**src/design/tkos_pkg.sv**
```systemverilog
// Shared constants and types for the streaming top-k order statistics block.
package tkos_pkg;

  localparam int DATA_W           = 32;
  localparam int CMD_W            = 2;
  localparam int RANK_W           = 7;
  localparam int KEEP_W           = 7;
  localparam int CAPACITY_DEFAULT = 64;
  localparam int KEEP_RESET       = 64;

  localparam logic [CMD_W-1:0] CMD_OFFER = 2'd0;
  localparam logic [CMD_W-1:0] CMD_DRAIN = 2'd1;
  localparam logic [CMD_W-1:0] CMD_RANK  = 2'd2;

  typedef logic signed [DATA_W-1:0] data_t;
  typedef logic [CMD_W-1:0]         cmd_t;
  typedef logic [RANK_W-1:0]        rank_t;
  typedef logic [KEEP_W-1:0]        keep_t;

endpackage

```
**src/design/tkos_if.sv**
```systemverilog
// Stream and configuration channel interfaces of the top-k block.
interface tkos_in_if;
  logic            valid;
  logic            ready;
  tkos_pkg::cmd_t  command;
  tkos_pkg::data_t sample;
  tkos_pkg::rank_t rank;

  modport source (output valid, output command, output sample, output rank, input ready);
  modport sink   (input valid, input command, input sample, input rank, output ready);
endinterface

interface tkos_out_if;
  logic            valid;
  logic            ready;
  tkos_pkg::data_t high_value;
  tkos_pkg::data_t low_value;
  logic            empty_res;
  logic            last;

  modport source (output valid, output high_value, output low_value, output empty_res,
                  output last, input ready);
  modport sink   (input valid, input high_value, input low_value, input empty_res,
                  input last, output ready);
endinterface

interface tkos_cfg_if;
  logic            valid;
  logic            ready;
  tkos_pkg::keep_t keep_count;

  modport source (output valid, output keep_count, input ready);
  modport sink   (input valid, input keep_count, output ready);
endinterface

```
**src/design/tkos_ram.sv**
```systemverilog
// Generic single-write, single-read RAM with registered read data.
module tkos_ram #(
  parameter int WIDTH = tkos_pkg::DATA_W,
  parameter int DEPTH = tkos_pkg::CAPACITY_DEFAULT,
  localparam int AW   = (DEPTH > 1) ? $clog2(DEPTH) : 1
) (
  input  logic             clk,
  input  logic             we,
  input  logic [AW-1:0]    waddr,
  input  logic [WIDTH-1:0] wdata,
  input  logic             re,
  input  logic [AW-1:0]    raddr,
  output logic [WIDTH-1:0] rdata
);

  logic [WIDTH-1:0] mem [DEPTH];

  always_ff @(posedge clk) begin
    if (we) begin
      mem[waddr] <= wdata;
    end
    if (re) begin
      rdata <= mem[raddr];
    end
  end

endmodule

```
**src/design/streaming_top_k_order_statistics.sv**
```systemverilog
// Top level of the streaming top-k order statistics block.
//
// Samples arrive on the samples channel with a command: offer a sample, drain
// every kept pair, or ask for a rank. Results leave on the results channel,
// one transaction per result, through an output register; the block takes
// its next input while that register still waits for the receiver.
// An offer walks each sorted set with one shared signed comparator over one
// RAM per set with registered read: one entry is shifted per cycle, and the
// block stays busy through that insertion walk after the offer's transaction.
// A rank query passes its pair from the registered RAM read into the output
// register, a drain emits one kept pair per cycle while the receiver takes
// them, and a stalled receiver simply holds the block in its emit step.
// The block accepts one input transaction at a time and is not ready while it
// works on one. The configuration channel is always ready; keep_count is
// taken only while the store is empty and is saturated to 1..CAPACITY.
// Synchronous reset empties the store and sets keep_count to its reset
// value; the set memories are not cleared, as only kept entries are read.
module streaming_top_k_order_statistics #(
  parameter int CAPACITY = tkos_pkg::CAPACITY_DEFAULT
) (
  input  logic       clk,
  input  logic       rst,
  tkos_in_if.sink    samples,
  tkos_out_if.source results,
  tkos_cfg_if.sink   cfg
);

  localparam int AW = (CAPACITY > 1) ? $clog2(CAPACITY) : 1;
  localparam int CW = $clog2(CAPACITY + 1);
  localparam int KW = tkos_pkg::KEEP_W;
  localparam logic [KW-1:0] CAP_K   = KW'(CAPACITY);
  localparam logic [CW-1:0] KEEP_RV = CW'((tkos_pkg::KEEP_RESET < CAPACITY) ?
                                          tkos_pkg::KEEP_RESET : CAPACITY);

  localparam logic [2:0] S_IDLE  = 3'd0;
  localparam logic [2:0] S_START = 3'd1;
  localparam logic [2:0] S_GATE  = 3'd2;
  localparam logic [2:0] S_SHIFT = 3'd3;
  localparam logic [2:0] S_PUT   = 3'd4;
  localparam logic [2:0] S_EMIT  = 3'd5;

  logic [2:0]      state;
  logic            sel;        // 0: largest set, 1: smallest set
  logic            grow;
  logic [AW-1:0]   i;
  logic [AW-1:0]   i_top;
  logic [AW-1:0]   idx;
  logic            is_drain;
  logic            is_empty;
  logic [CW-1:0]   kept;
  logic [CW-1:0]   keep;
  tkos_pkg::data_t samp;

  logic            out_valid;
  tkos_pkg::data_t out_high;
  tkos_pkg::data_t out_low;
  logic            out_empty;
  logic            out_last;

  logic            re;
  logic [AW-1:0]   raddr;
  logic            we;
  tkos_pkg::data_t wdata;
  tkos_pkg::data_t rd_h;
  tkos_pkg::data_t rd_l;
  tkos_pkg::data_t d;
  logic            win;
  logic            accept;
  logic            load;
  logic            last_item;
  logic [KW-1:0]   rank_sat;
  logic [AW-1:0]   rank_addr;
  logic [KW-1:0]   cfg_sat;
  logic            grow_in;
  logic [AW-1:0]   i_in;

  assign samples.ready = (state == S_IDLE);
  assign accept        = samples.valid && samples.ready;
  assign cfg.ready     = 1'b1;

  // Shared comparator: the sample beats the stored entry in the current set.
  assign d   = sel ? rd_l : rd_h;
  assign win = sel ? (samp < d) : (samp > d);

  assign load      = (state == S_EMIT) && (!out_valid || results.ready);
  assign last_item = !is_drain || (idx == '0);

  always_comb begin
    rank_sat = (samples.rank == '0) ? KW'(1) : samples.rank;
    if (rank_sat > KW'(kept)) begin
      rank_sat = KW'(kept);
    end
    rank_addr = AW'(rank_sat - KW'(1));
  end

  always_comb begin
    cfg_sat = (cfg.keep_count == '0) ? KW'(1) : cfg.keep_count;
    if (cfg_sat > CAP_K) begin
      cfg_sat = CAP_K;
    end
  end

  assign grow_in = (kept < keep);
  assign i_in    = grow_in ? AW'(kept) : AW'(kept - CW'(1));

  always_comb begin
    re    = 1'b0;
    raddr = '0;
    we    = 1'b0;
    wdata = samp;
    case (state)
      S_IDLE: begin
        if (accept && kept != '0) begin
          if (samples.command == tkos_pkg::CMD_DRAIN) begin
            re    = 1'b1;
            raddr = AW'(kept - CW'(1));
          end else if (samples.command == tkos_pkg::CMD_RANK) begin
            re    = 1'b1;
            raddr = rank_addr;
          end
        end
      end
      S_START: begin
        if (!grow) begin
          re    = 1'b1;
          raddr = i_top;
        end else if (i_top != '0) begin
          re    = 1'b1;
          raddr = i_top - AW'(1);
        end
      end
      S_GATE: begin
        if (win && i != '0) begin
          re    = 1'b1;
          raddr = i - AW'(1);
        end
      end
      S_SHIFT: begin
        if (win) begin
          we    = 1'b1;
          wdata = d;
          if (i != AW'(1)) begin
            re    = 1'b1;
            raddr = i - AW'(2);
          end
        end
      end
      S_PUT: begin
        we = 1'b1;
      end
      S_EMIT: begin
        if (load && !last_item) begin
          re    = 1'b1;
          raddr = idx - AW'(1);
        end
      end
      default: begin
      end
    endcase
  end

  tkos_ram #(.WIDTH(tkos_pkg::DATA_W), .DEPTH(CAPACITY)) u_high_ram (
    .clk   (clk),
    .we    (we && !sel),
    .waddr (i),
    .wdata (wdata),
    .re    (re),
    .raddr (raddr),
    .rdata (rd_h)
  );

  tkos_ram #(.WIDTH(tkos_pkg::DATA_W), .DEPTH(CAPACITY)) u_low_ram (
    .clk   (clk),
    .we    (we && sel),
    .waddr (i),
    .wdata (wdata),
    .re    (re),
    .raddr (raddr),
    .rdata (rd_l)
  );

  always_ff @(posedge clk) begin
    if (rst) begin
      state     <= S_IDLE;
      kept      <= '0;
      keep      <= KEEP_RV;
      out_valid <= 1'b0;
      sel       <= 1'b0;
      grow      <= 1'b0;
      is_drain  <= 1'b0;
      is_empty  <= 1'b0;
    end else begin
      if (results.valid && results.ready) begin
        out_valid <= 1'b0;
      end
      if (cfg.valid && kept == '0) begin
        keep <= CW'(cfg_sat);
      end
      case (state)
        S_IDLE: begin
          if (accept) begin
            samp <= samples.sample;
            case (samples.command)
              tkos_pkg::CMD_OFFER: begin
                sel   <= 1'b0;
                grow  <= grow_in;
                i_top <= i_in;
                if (grow_in) begin
                  kept <= kept + CW'(1);
                end
                state <= S_START;
              end
              tkos_pkg::CMD_DRAIN: begin
                if (kept != '0) begin
                  is_drain <= 1'b1;
                  is_empty <= 1'b0;
                  idx      <= AW'(kept - CW'(1));
                  state    <= S_EMIT;
                end
              end
              tkos_pkg::CMD_RANK: begin
                is_drain <= 1'b0;
                is_empty <= (kept == '0);
                state    <= S_EMIT;
              end
              default: begin
              end
            endcase
          end
        end
        S_START: begin
          i <= i_top;
          if (!grow) begin
            state <= S_GATE;
          end else if (i_top != '0) begin
            state <= S_SHIFT;
          end else begin
            state <= S_PUT;
          end
        end
        S_GATE: begin
          if (!win) begin
            if (sel) begin
              state <= S_IDLE;
            end else begin
              sel   <= 1'b1;
              state <= S_START;
            end
          end else if (i != '0) begin
            state <= S_SHIFT;
          end else begin
            state <= S_PUT;
          end
        end
        S_SHIFT: begin
          if (win) begin
            i <= i - AW'(1);
            if (i == AW'(1)) begin
              state <= S_PUT;
            end
          end else begin
            state <= S_PUT;
          end
        end
        S_PUT: begin
          if (sel) begin
            state <= S_IDLE;
          end else begin
            sel   <= 1'b1;
            state <= S_START;
          end
        end
        S_EMIT: begin
          if (load) begin
            out_valid <= 1'b1;
            out_high  <= is_empty ? '0 : rd_h;
            out_low   <= is_empty ? '0 : rd_l;
            out_empty <= is_empty;
            out_last  <= last_item;
            if (last_item) begin
              if (is_drain) begin
                kept <= '0;
              end
              state <= S_IDLE;
            end else begin
              idx <= idx - AW'(1);
            end
          end
        end
        default: begin
          state <= S_IDLE;
        end
      endcase
    end
  end

  assign results.valid      = out_valid;
  assign results.high_value = out_high;
  assign results.low_value  = out_low;
  assign results.empty_res  = out_empty;
  assign results.last       = out_last;

endmodule

```
**src/flat_wrapper.sv**
```systemverilog
// flat-port wrapper written by rule: the top's interface ports become plain ports
module streaming_top_k_order_statistics_flat 
#(
  parameter int CAPACITY = tkos_pkg::CAPACITY_DEFAULT
)
  (clk, rst, samples_valid, samples_command, samples_sample, samples_rank, samples_ready, results_valid, results_high_value, results_low_value, results_empty_res, results_last, results_ready, cfg_valid, cfg_keep_count, cfg_ready);
  tkos_in_if samples_i ();
  tkos_out_if results_i ();
  tkos_cfg_if cfg_i ();
  input  logic clk;
  input  logic rst;
  input wire logic [$bits(samples_i.valid)-1:0] samples_valid;
  input wire logic [$bits(samples_i.command)-1:0] samples_command;
  input wire logic [$bits(samples_i.sample)-1:0] samples_sample;
  input wire logic [$bits(samples_i.rank)-1:0] samples_rank;
  output wire logic [$bits(samples_i.ready)-1:0] samples_ready;
  output wire logic [$bits(results_i.valid)-1:0] results_valid;
  output wire logic [$bits(results_i.high_value)-1:0] results_high_value;
  output wire logic [$bits(results_i.low_value)-1:0] results_low_value;
  output wire logic [$bits(results_i.empty_res)-1:0] results_empty_res;
  output wire logic [$bits(results_i.last)-1:0] results_last;
  input wire logic [$bits(results_i.ready)-1:0] results_ready;
  input wire logic [$bits(cfg_i.valid)-1:0] cfg_valid;
  input wire logic [$bits(cfg_i.keep_count)-1:0] cfg_keep_count;
  output wire logic [$bits(cfg_i.ready)-1:0] cfg_ready;
  assign samples_i.valid = samples_valid;
  assign samples_i.command = samples_command;
  assign samples_i.sample = samples_sample;
  assign samples_i.rank = samples_rank;
  assign samples_ready = samples_i.ready;
  assign results_valid = results_i.valid;
  assign results_high_value = results_i.high_value;
  assign results_low_value = results_i.low_value;
  assign results_empty_res = results_i.empty_res;
  assign results_last = results_i.last;
  assign results_i.ready = results_ready;
  assign cfg_i.valid = cfg_valid;
  assign cfg_i.keep_count = cfg_keep_count;
  assign cfg_ready = cfg_i.ready;
  streaming_top_k_order_statistics #(.CAPACITY(CAPACITY)) u_core (.clk(clk), .rst(rst), .samples(samples_i), .results(results_i), .cfg(cfg_i));
endmodule
```
**config.mk**
```make
export PLATFORM = sky130hd
export DESIGN_NAME = streaming_top_k_order_statistics_flat
export DESIGN_NICKNAME = d
export VERILOG_FILES = /design/src/design/tkos_pkg.sv /design/src/design/tkos_if.sv /design/src/design/tkos_ram.sv /design/src/design/streaming_top_k_order_statistics.sv /design/src/flat_wrapper.sv
export SDC_FILE = /design/constraint.sdc
export NUM_CORES = 2
export LEC_CHECK = 0
export BUFFER_PORTS_ARGS = -buffer_cell sky130_fd_sc_hd__buf_2
export CAP_MARGIN = 10
export CORE_MARGIN = 2
export CORE_UTILIZATION = 40
export DETAILED_ROUTE_END_ITERATION = 12
export PLACE_DENSITY = 0.55
export SETUP_SLACK_MARGIN = 0.3
export SLEW_MARGIN = 40
export SYNTH_ARGS = -nofsm -noshare
export SYNTH_HDL_FRONTEND = slang
export SYNTH_SLANG_ARGS = --single-unit
```
**constraint.sdc**
```tcl
create_clock -name clk -period 25.8 [get_ports clk]
set_clock_uncertainty 0.05 [all_clocks]
set_input_delay 1.29 -clock clk [delete_from_list [all_inputs] [get_ports clk]]
set_output_delay 1.29 -clock clk [all_outputs]
set_load 0.005 [all_outputs]
```
==> implementation parameters <==
Parameter                              Value

Floorplanning
  Starting density of the core    40.18%
  Total I/O pin count    122
  Core Area    423700 um^2
  Y dimension of the die    656.4 um
  Width of the chip    656.4 um
  Die area    430800 um^2
  Site row count    239

STA
  Achievable frequency    115.5 MHz
  Time the worst path needs with I/O delays and setup    8.655 ns
  Unrepaired setup endpoints after global routing    false
  Setup TNS    0 ns
  Total count of max-transition violations in the final report    0
  Final Hold Viols    0
  Ratio of final minimum period to clock period    33.55%
  Worst slew margin relative to its limit    33.98%
  Total of endpoints with negative setup slack in the final report    0
  Slew at the pin with the worst max-slew slack    0.9902 ns

Setup path
  Depth of the worst register-to-register path    21
  Critical Path Source    u_core.sel
  Cell count along the critical path    21
  Top cell by count, worst path    buf_4
  Category of the worst setup path capture point    register
  Kind of start point of the critical path    register
  Crit-path slowest cell    o221ai_1
  Slack of the worst reg-to-reg path    17.14 ns
  Reg-to-reg critical path startpoint    u_core.sel
  Family with the most delay on the worst path    buffers and inverters
  Critical Path Max Stage Delay    0.77 ns
  Crit-path cells    buf_4 > buf_4 > mux2i_1 > ha_1 > a41oi_1 > o21ai_0 > buf_4 > a221oi_1 > buf_4 > o22a_1 > nand3_1 > mux2i_1 > nand2_4 > buf_4 > buf_4 > buf_4 > buf_6 > mux2i_1 > o221ai_1 > o211ai_1 > nor4_2
  Critical path buffer and inverter count    8
  WP data arrival    9.43 ns
  Reg-to-reg endpoint    u_core.u_low_ram.rdata[2]
  Category of the most critical setup path    register to register
  Data required time of the worst path    26.57 ns
  Biggest fanout along the worst timing path    66
  Critical path capture point    u_core.u_low_ram.rdata[2]

Placed design
  Quantity of I/O buffers inserted on ports    120
  Final Wtd Congestion    0.9033
  Detailed-placement wirelength estimate    320800 um

Clock network
  Count of instances resized after the clock tree is built    0
  TritonCTS clock tree    built
  Post-CTS setup-driven buffer insertion count    0
  Clock root buffer master    clkbuf_16
  Clock latency reported for the late side of the worst-skew pair    1.01 ns
  Number of H-tree levels    5
  Sinks on the clock net    4298
  Maximum buffer depth of the clock tree    4
  Count of hold buffers inserted by post-cts repair    0
  TritonCTS Buffers    434
  Clock-pin transition on the worst setup and hold timing paths    0.06 ns

Routing
  Vias    106600
  Final ANT Viol Nets    0
  Residual DRC    0
  Detailed-route wire length per cell    31.45 um
  Number of DRC markers in iteration 0    16450
  Final wirelength    563300 um
  Router iterations before antenna repair    7
  Vias per inst    5.953

Synthesis
  Yosys warning count    0
  Yosys cell types    85
  Synthesized net count    11740
  Post-synthesis sequential element count    4298
  Flip-flop cell with the highest count after synthesis    edfxtp_1
  Number of flops mapped to enable cells by yosys    4276
  Yosys top cell area share    75.42%
  Post-Syn Area    170200 um^2
  Instance count of the mapped netlist    11620
  Synth top area cells    edfxtp_1, nand2_1, nand3_1
  Async set-reset flop share out of synthesis    0%
  Share of the yosys chip area belonging to registers    75.68%
  Avg Synthesized Cell Area    14.65 um^2
  Cell taking the most area after synthesis    edfxtp_1

Global routing
  Via count of the first global-routing pass    100400
  Pin count of the biggest net entering global routing    162
  Number of antenna violations at the first check in global routing    50
  First-pass GRT wire length    782200 um
  Leftover overflow at the end of global routing    0
  Overall track demand over capacity in global routing    25.36%

Finish
  Signed area change from the synthesized netlist to the final layout    14.49%
  Most common library cell in the layout ignoring fill and taps    edfxtp_1
  Layout cells sized above 1    14.12%
  Most used cells in the layout excluding fill and tap cells    edfxtp_1, nand2_1, nand3_1
  Total number of nets in the final design    11970

Worst hold path
  HP Start    samples_sample[22]
  Min-Delay Path Class    input pin to register

Job
  Max cap viols    0

Status
  Status    finished clean
stage by stage:
| step | util, % | setup slack, ns | area [um^2] | std cells | hold slack, ns |
|---|---|---|---|---|---|
| 3_5_place_dp | 42.56 | 16.25 | 180300 | 17060 | 0.4334 |
| 2_1_floorplan | - | 15.74 | 170200 | 11620 | 0.3906 |
| 3_3_place_gp | 42.25 | 15.72 | 179000 | 17010 | 0.4312 |
| 4_1_cts | 45.84 | 17.15 | 194200 | 17860 | 0.3337 |
| 6_report | 46.00 | 17.14 | 194900 | 17910 | 0.4008 |
| 5_1_grt | 45.98 | 16.88 | 194800 | 17880 | 0.3726 |
state kept, by name, indices dropped and copies added, names as in the netlist, 7 cells and up:
name / cells
u_core.results.high_value: 32
u_core.u_low_ram.rdata: 32
u_core.samp: 32
u_core.results.low_value: 32
u_core.u_high_ram.rdata: 32
u_core.kept: 7
u_core.u_high_ram.mem: 2048
u_core.u_low_ram.mem: 2048
u_core.keep: 7
cell usage after synthesis (58+ instances only):
cell and count:
o21ai_0 114, nor3_1 77, nand3_1 907, buf_2 247
o31ai_1 61, and3_1 255, nor2b_1 70, nand2_1 3082
mux2i_1 302, ha_1 63, a311oi_1 243, a31oi_1 86
a21oi_1 234, buf_1 89, o221ai_1 63, nor2_1 257
a32oi_1 67, clkbuf_1 356, a222oi_1 58, mux4_2 198
o211ai_1 60, edfxtp_1 4276
how the worst min path moves through the flow:
stage	end	slack, ns	cells past startpoint
after floorplan	u_core.results.empty_res	0.39	0
after global placement	u_core.keep[1]	0.43	2
after detailed placement	u_core.keep[4]	0.43	2
after CTS	u_core.samp[22]	0.33	1
after global routing	u_core.samp[20]	0.37	1
final	u_core.samp[22]	0.40	1
worst register-to-register path, stage by stage, from the launching register on:
cell,delay (ns)
dfxtp_2,0.32
buf_4,0.34
buf_4,0.52
mux2i_1,0.43
ha_1,0.33
a41oi_1,0.19
o21ai_0,0.13
buf_4,0.15
a221oi_1,0.30
buf_4,0.17
o22a_1,0.28
nand3_1,0.37
mux2i_1,0.27
nand2_4,0.60
buf_4,0.63
buf_4,0.76
buf_4,0.56
buf_6,0.59
mux2i_1,0.25
o221ai_1,0.77
o211ai_1,0.25
nor4_2,0.21
logic make-up (layout without fill, tap and decap cells):
family,count (synthesis),in the layout,synth area share (%)
multiplexers,504,504,4.421
XOR/XNOR,29,29,0.1492
adder cells (fa/ha/maj),63,63,0.4630
buffers and inverters,789,1383,2.080
AND/OR/NAND/NOR,4800,4800,12.26
other,1,32,0.002203
AO/OA/AOI/OAI,1140,1140,4.937
flip-flops,4298,4298,75.68
final cells by class:
class / count / area, um^2
inverter: 41 / 153.9
clock inverter: 263 / 2480
clock buffer: 533 / 11410
sequential: 4298 / 128800
fill: 36640 / 228800
timing repair buffer: 546 / 4720
tap: 5663 / 7086
antenna: 31 / 77.57
multi-input combinational: 6537 / 40140
metal layers:
| layer | wire, um | track usage, % | vias to the layer above |
|---|---|---|---|
| li1 | - | - | 44490 |
| met1 | 229900 | 36.37 | 55080 |
| met2 | 250000 | 38.28 | 6149 |
| met3 | 63980 | 5.906 | 883 |
| met4 | 19300 | 8.054 | 24 |
| met5 | 159 | 0 | - |
Power is left out: the tool's default activity adds up to more than one toggle a clock period on the data nets, which glitch-free logic cannot reach.
